`src/rtl/core/lmpl_pkg.sv`:
```
// shared types, codes and constants of the led matrix power limiter
package lmpl_pkg;

    // input commands
    localparam logic [1:0] FN_SET   = 2'd0;
    localparam logic [1:0] FN_FILL  = 2'd1;
    localparam logic [1:0] FN_SHOW  = 2'd2;
    localparam logic [1:0] FN_CLEAR = 2'd3;

    // configuration port
    localparam int CFG_IDX_W  = 4;
    localparam int CFG_DATA_W = 16;

    localparam logic [CFG_IDX_W-1:0] CFG_BRIGHTNESS = 4'd0;
    localparam logic [CFG_IDX_W-1:0] CFG_BUDGET     = 4'd1;
    localparam logic [CFG_IDX_W-1:0] CFG_SERPENTINE = 4'd2;
    localparam logic [CFG_IDX_W-1:0] CFG_ROTATION   = 4'd3;

    localparam logic [6:0]  BRIGHT_MAX   = 7'd100;
    localparam logic [6:0]  BRIGHT_RESET = 7'd50;
    localparam logic [15:0] BUDGET_RESET = 16'd2600;

    localparam int MA_PER_CHANNEL = 20;
    localparam int CHAN_MAX       = 255;
    // floor(v / 100) == (v * RECIP_100) >> RECIP_SHIFT for v below 43690
    localparam int RECIP_100      = 5243;
    localparam int RECIP_SHIFT    = 19;

    // p * 20 / (255 * 255) is p * 4 / 13005; with a ceiling reciprocal over 2^42,
    // floor(p * 4 / 13005) == (p * EST_RECIP) >> EST_SHIFT for p below 2^26
    localparam int               EST_RECIP_W = 29;
    localparam logic [28:0]      EST_RECIP   = 29'(((64'd1 << 42) + 64'd13004) / 64'd13005);
    localparam int               EST_SHIFT   = 40;

    // scale divider
    localparam int DIVD_W  = 32;
    localparam int DIVS_W  = 16;
    localparam int QUO_W   = 16;
    localparam int QSTEP_W = $clog2(QUO_W);

    typedef struct packed {
        logic [7:0] r;
        logic [7:0] g;
        logic [7:0] b;
    } rgb_t;

    typedef struct packed {
        logic              start;
        logic [DIVD_W-1:0] dividend;
        logic [DIVS_W-1:0] divisor;
    } div_req_t;

    typedef struct packed {
        logic             busy;
        logic             done;
        logic [QUO_W-1:0] quotient;
    } div_rsp_t;

    // brightness percent to a 0..255 scale, b * 255 / 100
    function automatic logic [7:0] bright_scale(input logic [6:0] pct);
        logic [14:0] p;
        logic [27:0] q;
        p = (15'(pct) << 8) - 15'(pct);
        q = 28'(p) * 28'(RECIP_100);
        return q[RECIP_SHIFT+7:RECIP_SHIFT];
    endfunction

    // c * s / 255, exact for products below 65535
    function automatic logic [7:0] scale_chan(input logic [7:0] c, input logic [7:0] s);
        logic [15:0] p;
        logic [16:0] t;
        p = 16'(c) * 16'(s);
        t = 17'(p) + 17'(p >> 8) + 17'd1;
        return t[15:8];
    endfunction

endpackage

```
`src/rtl/core/lmpl_div.sv`:
```
// radix-2 restoring divider, one quotient bit per cycle
module lmpl_div (
    input  logic               clk,
    input  logic               rst_n,
    input  lmpl_pkg::div_req_t req,
    output lmpl_pkg::div_rsp_t rsp
);
    import lmpl_pkg::*;

    logic                      busy_reg;
    logic                      done_reg;
    logic [QSTEP_W-1:0]        step_reg;
    logic [DIVD_W-1:0]         rem_reg;
    logic [DIVS_W+QUO_W-2:0]   dsh_reg;
    logic [QUO_W-1:0]          quo_reg;
    logic                      ge;
    logic [DIVD_W-1:0]         rem_sub;

    always_comb
    begin
        ge      = rem_reg >= DIVD_W'(dsh_reg);
        rem_sub = rem_reg - DIVD_W'(dsh_reg);
    end

    always_ff @(posedge clk or negedge rst_n)
    begin
        if (!rst_n)
        begin
            busy_reg <= 1'b0;
            done_reg <= 1'b0;
            step_reg <= '0;
        end
        else
        begin
            done_reg <= 1'b0;
            if (req.start)
            begin
                busy_reg <= 1'b1;
                step_reg <= QSTEP_W'(QUO_W - 1);
            end
            else if (busy_reg)
            begin
                if (step_reg == '0)
                begin
                    busy_reg <= 1'b0;
                    done_reg <= 1'b1;
                end
                else
                begin
                    step_reg <= step_reg - 1'b1;
                end
            end
        end
    end

    always_ff @(posedge clk)
    begin
        if (req.start)
        begin
            rem_reg <= req.dividend;
            dsh_reg <= {req.divisor, {(QUO_W-1){1'b0}}};
            quo_reg <= '0;
        end
        else if (busy_reg)
        begin
            if (ge)
            begin
                rem_reg <= rem_sub;
            end
            quo_reg <= {quo_reg[QUO_W-2:0], ge};
            dsh_reg <= dsh_reg >> 1;
        end
    end

    assign rsp.busy     = busy_reg;
    assign rsp.done     = done_reg;
    assign rsp.quotient = quo_reg;

endmodule

```
`src/rtl/core/led_matrix_power_limiter.sv`:
```
// top level: frame store, pixel mapping, current estimate and scaled show output
//
// A set pixel or fill item leaves the block in the idle state, so it is ready for
// the next item at once. A show or clear item reads the whole frame once to sum
// it, forms the current estimate (product, reciprocal multiply, budget compare)
// and, when over budget, runs the divider on the reduced scale; then it fetches
// the first entry, the frame is read a second time and one pixel leaves per cycle
// while the output side takes them. The single read port of the frame memory sets
// both passes. Fill and reset do not sweep the memory: a valid bit per entry
// selects between the stored colour and the last fill colour (black after reset),
// so there is no clearing pass after reset. The next item is taken as soon as the
// final pixel sits in the output register.
module led_matrix_power_limiter #(
    parameter int SIDE = 8
) (
    input  logic                               clk,
    input  logic                               rst_n,
    input  logic                               in_valid,
    output logic                               in_ready,
    input  logic [1:0]                         func,
    input  logic [3:0]                         x,
    input  logic [3:0]                         y,
    input  logic [7:0]                         red,
    input  logic [7:0]                         green,
    input  logic [7:0]                         blue,
    output logic                               out_valid,
    input  logic                               out_ready,
    output logic [5:0]                         led_index,
    output logic [7:0]                         out_red,
    output logic [7:0]                         out_green,
    output logic [7:0]                         out_blue,
    output logic                               last,
    input  logic                               cfg_valid,
    output logic                               cfg_ready,
    input  logic [lmpl_pkg::CFG_IDX_W-1:0]     cfg_index,
    input  logic [lmpl_pkg::CFG_DATA_W-1:0]    cfg_data
);
    import lmpl_pkg::*;

    localparam int PIXELS = SIDE * SIDE;
    localparam int AW     = $clog2(PIXELS);
    localparam int CW     = $clog2(SIDE);
    localparam int SW     = $clog2(PIXELS * 3 * CHAN_MAX + 1);
    localparam int PW     = SW + 8;
    localparam int EW     = PW + EST_RECIP_W;

    localparam logic [3:0] S_IDLE     = 4'd0;
    localparam logic [3:0] S_SUM      = 4'd1;
    localparam logic [3:0] S_SUM_END  = 4'd2;
    localparam logic [3:0] S_MUL      = 4'd3;
    localparam logic [3:0] S_EST      = 4'd4;
    localparam logic [3:0] S_CMP      = 4'd5;
    localparam logic [3:0] S_LIM_GO   = 4'd6;
    localparam logic [3:0] S_LIM_WAIT = 4'd7;
    localparam logic [3:0] S_EMIT_RD  = 4'd8;
    localparam logic [3:0] S_EMIT_LD  = 4'd9;

    // configuration
    logic [6:0]  bright_reg;
    logic [15:0] budget_reg;
    logic        serp_reg;
    logic [1:0]  rot_reg;

    // control
    logic [3:0]    state_reg;
    logic [AW-1:0] cnt_reg;
    logic          pend_reg;
    logic          out_valid_reg;

    // datapath
    logic [SW-1:0]    sum_reg;
    logic [7:0]       scale_reg;
    logic [PW-1:0]    prod_reg;
    logic [EW-1:0]    est_prod;
    logic [QUO_W-1:0] est_reg;
    rgb_t             fill_reg;
    logic [5:0]       led_index_reg;
    logic [7:0]       out_red_reg;
    logic [7:0]       out_green_reg;
    logic [7:0]       out_blue_reg;
    logic             last_reg;

    // frame memory and valid bits
    rgb_t          mem [PIXELS];
    logic [PIXELS-1:0] vld_reg;
    rgb_t          rd_data_reg;
    logic          vld_rd_reg;
    logic          rd_en;
    logic [AW-1:0] rd_addr;
    logic          wr_en;
    logic [AW-1:0] wr_addr;
    rgb_t          pix;

    logic          in_acc;
    logic          coord_ok;
    logic [CW-1:0] xc;
    logic [CW-1:0] yc;
    logic [CW-1:0] px;
    logic [CW-1:0] py;
    logic          load;
    logic          at_last;

    div_req_t div_req;
    div_rsp_t div_rsp;

    lmpl_div u_div (
        .clk   (clk),
        .rst_n (rst_n),
        .req   (div_req),
        .rsp   (div_rsp)
    );

    assign in_ready  = (state_reg == S_IDLE);
    assign in_acc    = in_valid && in_ready;
    assign cfg_ready = 1'b1;

    // logical to physical mapping
    always_comb
    begin
        coord_ok = ({1'b0, x} < 5'(SIDE)) && ({1'b0, y} < 5'(SIDE));
        xc = x[CW-1:0];
        yc = y[CW-1:0];
        case (rot_reg)
            2'd1:
            begin
                px = CW'(SIDE - 1) - yc;
                py = xc;
            end
            2'd2:
            begin
                px = CW'(SIDE - 1) - xc;
                py = CW'(SIDE - 1) - yc;
            end
            2'd3:
            begin
                px = yc;
                py = CW'(SIDE - 1) - xc;
            end
            default:
            begin
                px = xc;
                py = yc;
            end
        endcase
        if (serp_reg && py[0])
        begin
            px = CW'(SIDE - 1) - px;
        end
        wr_addr = AW'(AW'(py) * AW'(SIDE)) + AW'(px);
        wr_en   = in_acc && (func == FN_SET) && coord_ok;
    end

    assign at_last = (cnt_reg == AW'(PIXELS - 1));
    assign load    = (state_reg == S_EMIT_LD) && (!out_valid_reg || out_ready);
    assign pix     = vld_rd_reg ? rd_data_reg : fill_reg;

    // current estimate by reciprocal multiplication
    assign est_prod = EW'(prod_reg) * EW'(EST_RECIP);

    always_comb
    begin
        rd_en   = 1'b0;
        rd_addr = cnt_reg;
        if (state_reg == S_SUM || state_reg == S_EMIT_RD)
        begin
            rd_en = 1'b1;
        end
        else if (load && !at_last)
        begin
            rd_en   = 1'b1;
            rd_addr = cnt_reg + 1'b1;
        end
    end

    always_comb
    begin
        div_req.start    = (state_reg == S_LIM_GO);
        div_req.dividend = DIVD_W'(24'(scale_reg) * 24'(budget_reg));
        div_req.divisor  = est_reg;
    end

    // frame memory
    always_ff @(posedge clk)
    begin
        if (wr_en)
        begin
            mem[wr_addr] <= '{r: red, g: green, b: blue};
        end
        if (rd_en)
        begin
            rd_data_reg <= mem[rd_addr];
            vld_rd_reg  <= vld_reg[rd_addr];
        end
    end

    always_ff @(posedge clk or negedge rst_n)
    begin
        if (!rst_n)
        begin
            vld_reg  <= '0;
            fill_reg <= '0;
        end
        else if (in_acc && (func == FN_FILL))
        begin
            vld_reg  <= '0;
            fill_reg <= '{r: red, g: green, b: blue};
        end
        else if (in_acc && (func == FN_CLEAR))
        begin
            vld_reg  <= '0;
            fill_reg <= '0;
        end
        else if (wr_en)
        begin
            vld_reg[wr_addr] <= 1'b1;
        end
    end

    // configuration registers
    always_ff @(posedge clk or negedge rst_n)
    begin
        if (!rst_n)
        begin
            bright_reg <= BRIGHT_RESET;
            budget_reg <= BUDGET_RESET;
            serp_reg   <= 1'b0;
            rot_reg    <= 2'd0;
        end
        else if (cfg_valid && cfg_ready)
        begin
            unique case (cfg_index)
                CFG_BRIGHTNESS:
                    bright_reg <= (cfg_data[6:0] > BRIGHT_MAX) ? BRIGHT_MAX : cfg_data[6:0];
                CFG_BUDGET:
                    budget_reg <= cfg_data;
                CFG_SERPENTINE:
                    serp_reg <= cfg_data[0];
                CFG_ROTATION:
                    rot_reg <= cfg_data[1:0];
                default:
                    ;
            endcase
        end
    end

    // sequencer
    always_ff @(posedge clk or negedge rst_n)
    begin
        if (!rst_n)
        begin
            state_reg     <= S_IDLE;
            cnt_reg       <= '0;
            pend_reg      <= 1'b0;
            out_valid_reg <= 1'b0;
        end
        else
        begin
            pend_reg <= (state_reg == S_SUM);
            if (load)
            begin
                out_valid_reg <= 1'b1;
            end
            else if (out_ready)
            begin
                out_valid_reg <= 1'b0;
            end

            unique case (state_reg)
                S_IDLE:
                begin
                    cnt_reg <= '0;
                    if (in_acc && (func == FN_SHOW || func == FN_CLEAR))
                    begin
                        state_reg <= S_SUM;
                    end
                end
                S_SUM:
                begin
                    if (at_last)
                    begin
                        state_reg <= S_SUM_END;
                    end
                    else
                    begin
                        cnt_reg <= cnt_reg + 1'b1;
                    end
                end
                S_SUM_END:
                begin
                    cnt_reg   <= '0;
                    state_reg <= S_MUL;
                end
                S_MUL:
                    state_reg <= S_EST;
                S_EST:
                    state_reg <= S_CMP;
                S_CMP:
                    state_reg <= (est_reg > budget_reg) ? S_LIM_GO : S_EMIT_RD;
                S_LIM_GO:
                    state_reg <= S_LIM_WAIT;
                S_LIM_WAIT:
                begin
                    if (div_rsp.done)
                    begin
                        state_reg <= S_EMIT_RD;
                    end
                end
                S_EMIT_RD:
                    state_reg <= S_EMIT_LD;
                S_EMIT_LD:
                begin
                    if (load)
                    begin
                        if (at_last)
                        begin
                            state_reg <= S_IDLE;
                        end
                        else
                        begin
                            cnt_reg <= cnt_reg + 1'b1;
                        end
                    end
                end
                default:
                    state_reg <= S_IDLE;
            endcase
        end
    end

    // show arithmetic and output register
    always_ff @(posedge clk)
    begin
        if (in_acc)
        begin
            sum_reg   <= '0;
            scale_reg <= bright_scale(bright_reg);
        end
        else if (pend_reg)
        begin
            sum_reg <= sum_reg + SW'(pix.r) + SW'(pix.g) + SW'(pix.b);
        end
        if (state_reg == S_MUL)
        begin
            prod_reg <= PW'(sum_reg) * PW'(scale_reg);
        end
        if (state_reg == S_EST)
        begin
            est_reg <= QUO_W'(est_prod >> EST_SHIFT);
        end
        if (state_reg == S_LIM_WAIT && div_rsp.done)
        begin
            scale_reg <= div_rsp.quotient[7:0];
        end
        if (load)
        begin
            led_index_reg <= 6'(cnt_reg);
            out_red_reg   <= scale_chan(pix.r, scale_reg);
            out_green_reg <= scale_chan(pix.g, scale_reg);
            out_blue_reg  <= scale_chan(pix.b, scale_reg);
            last_reg      <= at_last;
        end
    end

    assign out_valid = out_valid_reg;
    assign led_index = led_index_reg;
    assign out_red   = out_red_reg;
    assign out_green = out_green_reg;
    assign out_blue  = out_blue_reg;
    assign last      = last_reg;

    // the final pixel of a run carries the top strip position
    assert property (@(posedge clk) disable iff (!rst_n)
        out_valid && last |-> led_index == 6'(PIXELS - 1))
        else $error("last flag on wrong pixel");

    // the divider is never restarted while busy
    assert property (@(posedge clk) disable iff (!rst_n)
        div_req.start |-> !div_rsp.busy)
        else $error("divider restarted while busy");

    // a limited scale never exceeds the unlimited one
    assert property (@(posedge clk) disable iff (!rst_n)
        state_reg == S_LIM_WAIT && div_rsp.done |-> div_rsp.quotient <= 16'(scale_reg))
        else $error("limited scale above brightness scale");

    // a show or clear item starts the summing pass on the next cycle
    assert property (@(posedge clk) disable iff (!rst_n)
        in_acc && (func == FN_SHOW || func == FN_CLEAR) |=> state_reg == S_SUM)
        else $error("show item did not start summing");

    // no new item while the pixels of a run are being emitted
    assert property (@(posedge clk) disable iff (!rst_n)
        state_reg == S_EMIT_LD |-> !in_ready)
        else $error("input taken during output run");

endmodule

```
`config.mk`:
```
export PLATFORM = sky130hd
export DESIGN_NAME = led_matrix_power_limiter
export DESIGN_NICKNAME = d
export VERILOG_FILES = /design/src/rtl/core/lmpl_pkg.sv /design/src/rtl/core/lmpl_div.sv /design/src/rtl/core/led_matrix_power_limiter.sv
export SDC_FILE = /design/constraint.sdc
export NUM_CORES = 2
export LEC_CHECK = 0
export BUFFER_PORTS_ARGS = -buffer_cell sky130_fd_sc_hd__clkbuf_2
export CAP_MARGIN = 10
export CORE_AREA = 3 3 413 415
export CTS_BUF_LIST = sky130_fd_sc_hd__clkbuf_2
export DETAILED_ROUTE_END_ITERATION = 7
export DIE_AREA = 0 0 416 418
export MAX_ROUTING_LAYER = met4
export PLACE_DENSITY = 0.79
export SETUP_SLACK_MARGIN = 0.15
export SLEW_MARGIN = 30
export SYNTH_ARGS = -nofsm -noshare
export SYNTH_HDL_FRONTEND = slang
export SYNTH_SLANG_ARGS = --single-unit
```
`constraint.sdc`:
```
create_clock -name clk -period 6.5 [get_ports clk]
set_input_delay 0.325 -clock clk [delete_from_list [all_inputs] [get_ports clk]]
set_output_delay 0.325 -clock clk [all_outputs]
set_load 0.01 [all_outputs]
```
==> run metrics <==
Placer Congestion=0.919; largest net degree at the start of global routing=101; RSZ-0062 raised after global routing=yes; vias in the first global route=65200; status=finished with violations; most frequent cells in the layout=1674 x edfxtp_1, 793 x inv_1, 743 x clkbuf_2, 614 x ha_1, 517 x fa_1; peak fanout along the critical path=4; Syn-to-layout area delta=11.4%; top post-synthesis cells by area=edfxtp_1 50%, fa_1 10%, mux4_2 9.0%; synthesis-stage register bit count=1853; startpoint types=register; violated checks=setup timing; I/O pin count=93; TritonCTS clock tree=done; CTS clk-pin slew, worst paths=0.11 ns; final worst slack=-0.0363 ns; Residual DRC=0; Clock Skews=0.375 ns; fill cell count=11300; core area=167000 um^2; Die Wd=416 um; post-synthesis average cell area=14.7 um^2; die height=418 um; met3 routed WL=23300 um; global route overflow=0; max-cap viol count=0; launch point of the worst reg-to-reg path=prod_reg[4]; drt via density=6.11; Least-Margin Pin Slew=1.14 ns; final hold vios=0; critical path class=reg -> reg; Hold Startpoint=cfg_index[1]; Crit. End Element=register; Pre-antenna DRT Iters=6; first-pass GRT wire length=388000 um; vias post-DR=61900; DP HPWL=165000 um; average wire per standard cell=25.0 um; antenna-violating nets left=0; setup violators final=1; clk buf depth=4; Met1 Wirelength=92000 um; non-filler cells, final=10100; PortBufs=91; post-synth top area share=50.2%; Clock Sinks=1853; crit path from=prod_reg[4]; GR Util All Layers=30.5%; initial antenna violation count=15; num rows=150; slew margin rel.=24.1%; Initial Util=59.9%; Unique masters post-synth=81; Critical Path, Cell by Cell=buf_6, fa_1, ha_1, ha_1, ha_1, inv_1, fa_1, fa_1, fa_1, inv_1, ha_1, a211o_1, a21oi_2, nor3_2, a2111oi_2, a31oi_2, buf_4, o211ai_1, nor4_1, o31ai_1, xnor2_1; die footprint=174000 um^2; most common cell after layout, fill and taps aside=edfxtp_1; Max Slew Vio Count=0; highest-delay cell along the critical path=fa_1; placed cells=9113; Mapped Nets=8023; uppermost layer routed=met4; Critical Path RT=7.87 ns; CP max stage delay=0.50 ns; Tcrit/Tclk final=101%; cell count after synthesis=6818; H-tree levels=5; Post-Synthesis Cell Area=100000 um^2; dominant synthesized flop cell=edfxtp_1; Met2 Wirelength=126000 um; crit path DAT=7.90 ns; clock latency on the worst-skew pair=1.97 ns; Ys Warns=0; Async SR Flop Fraction=7.12%; Post-synth EDFFs=1674; area leader, netlist=edfxtp_1; f_max=153 MHz; Routed Wire Length=254000 um; Iter 0 DRT Violations=6700; max FFs per register=1536; layout cells sized above 1=21.3%; Tightest Hold Check Type=in -> reg; Final min period=6.54 ns; post-synthesis sequential area ratio=54.5%; # nets final=8776; CTS root buf=clkbuf_2; CTS buffer count=449
==> worst max-delay path, delay by kind of cell, from the launching register on <==
kind            cells  cell delay [ns]
simple gates        2             0.17
xor+xnor            1             0.12
compound gates      6             1.61
fa+ha+maj           8             3.13
flops               1             0.48
buf+inv             4             0.43
==> worst paths after layout <==
kind	endpoint	slack [ns]	cells after the start
max	est_reg[12]	-0.04	21
min	serp_reg	0.21	5
max reg2reg	est_reg[12]	-0.04	21
min reg2reg	u_div.rem_reg[24]	0.47	2
max in group asynchronous	vld_reg[13]	4.13	7
min in group asynchronous	fill_reg[17]	0.82	6
==> layout make-up <==
cell class                 instances  area [um^2]  area share [%]
tap                             2204         2760            2.48
antenna                           25         62.6          0.0562
clock inverter                   138          719           0.646
sequential                      1853        54500            48.9
inverter                         802         3010            2.70
clock buffer                     653         3270            2.93
multi-input combinational       3892        42200            37.8
timing repair buffer             573         4900            4.40
==> layer usage <==
layer,global-route usage [%],up-vias
met3,5.86,703
met1,37.8,31200
met5,-,-
met2,49.2,3307
met4,14.3,0
li1,-,26700
==> kinds of logic after synthesis <==
group	Yosys count	share of synthesized area, %
adder cells (fa/ha/maj)	1147	18.2
flip-flops	1853	54.5
other	1	0.00375
XOR/XNOR	174	1.55
AO/OA/AOI/OAI	912	5.98
multiplexers	474	9.78
buffers and inverters	1073	4.13
AND/OR/NAND/NOR	1184	5.82
==> through the flow <==
step	setup WS [ns]	area [um^2]	utilization (%)	hold WS (ns)	setup TNS [ns]
3_5_place_dp	-0.298	105000	62.8	0.425	-1.39
2_1_floorplan	0.151	100000	-	0.0294	0
3_3_place_gp	-0.294	105000	62.7	0.431	-0.862
5_1_grt	-0.219	111000	66.7	0.0557	-1.08
6_report	-0.0363	111000	66.7	0.206	-0.0363
4_1_cts	-0.106	111000	66.3	0.00321	-0.289
==> cell usage after synthesis, drive strengths merged, types with 11 or more instances <==
master / number
edfxtp: 1674
inv: 802
ha: 626
fa: 520
mux4: 400
nand2: 397
nor2: 243
a21oi: 233
and2: 215
a22oi: 205
clkbuf: 186
o21ai: 155
dfrtp: 125
xnor2: 113
o21a: 96
buf: 85
nor2b: 68
xor2: 59
nand2b: 50
a21o: 49
dfxtp: 47
mux2i: 47
nor3: 41
nand3: 39
or4: 28
mux2: 27
a211oi: 23
o31ai: 23
and3: 18
o21bai: 17
or3: 16
nand4: 15
o211ai: 14
nor4: 12
a31oi: 11
==> repair_timing <==
| action | CTS | global route |
|---|---|---|
| gates cloned | 0 | 1 |
| setup buffers | 16 | 22 |
| hold buffers | 172 | 0 |
| endpoints found under the hold margin | 3392 | 0 |
| pin swaps | 26 | 46 |
| setup endpoints to repair | 15 | 39 |
| resized for setup | 26 | 70 |
Power is not shown: default switching activity piles up to over one toggle a cycle in this logic, so the estimate is an artifact.
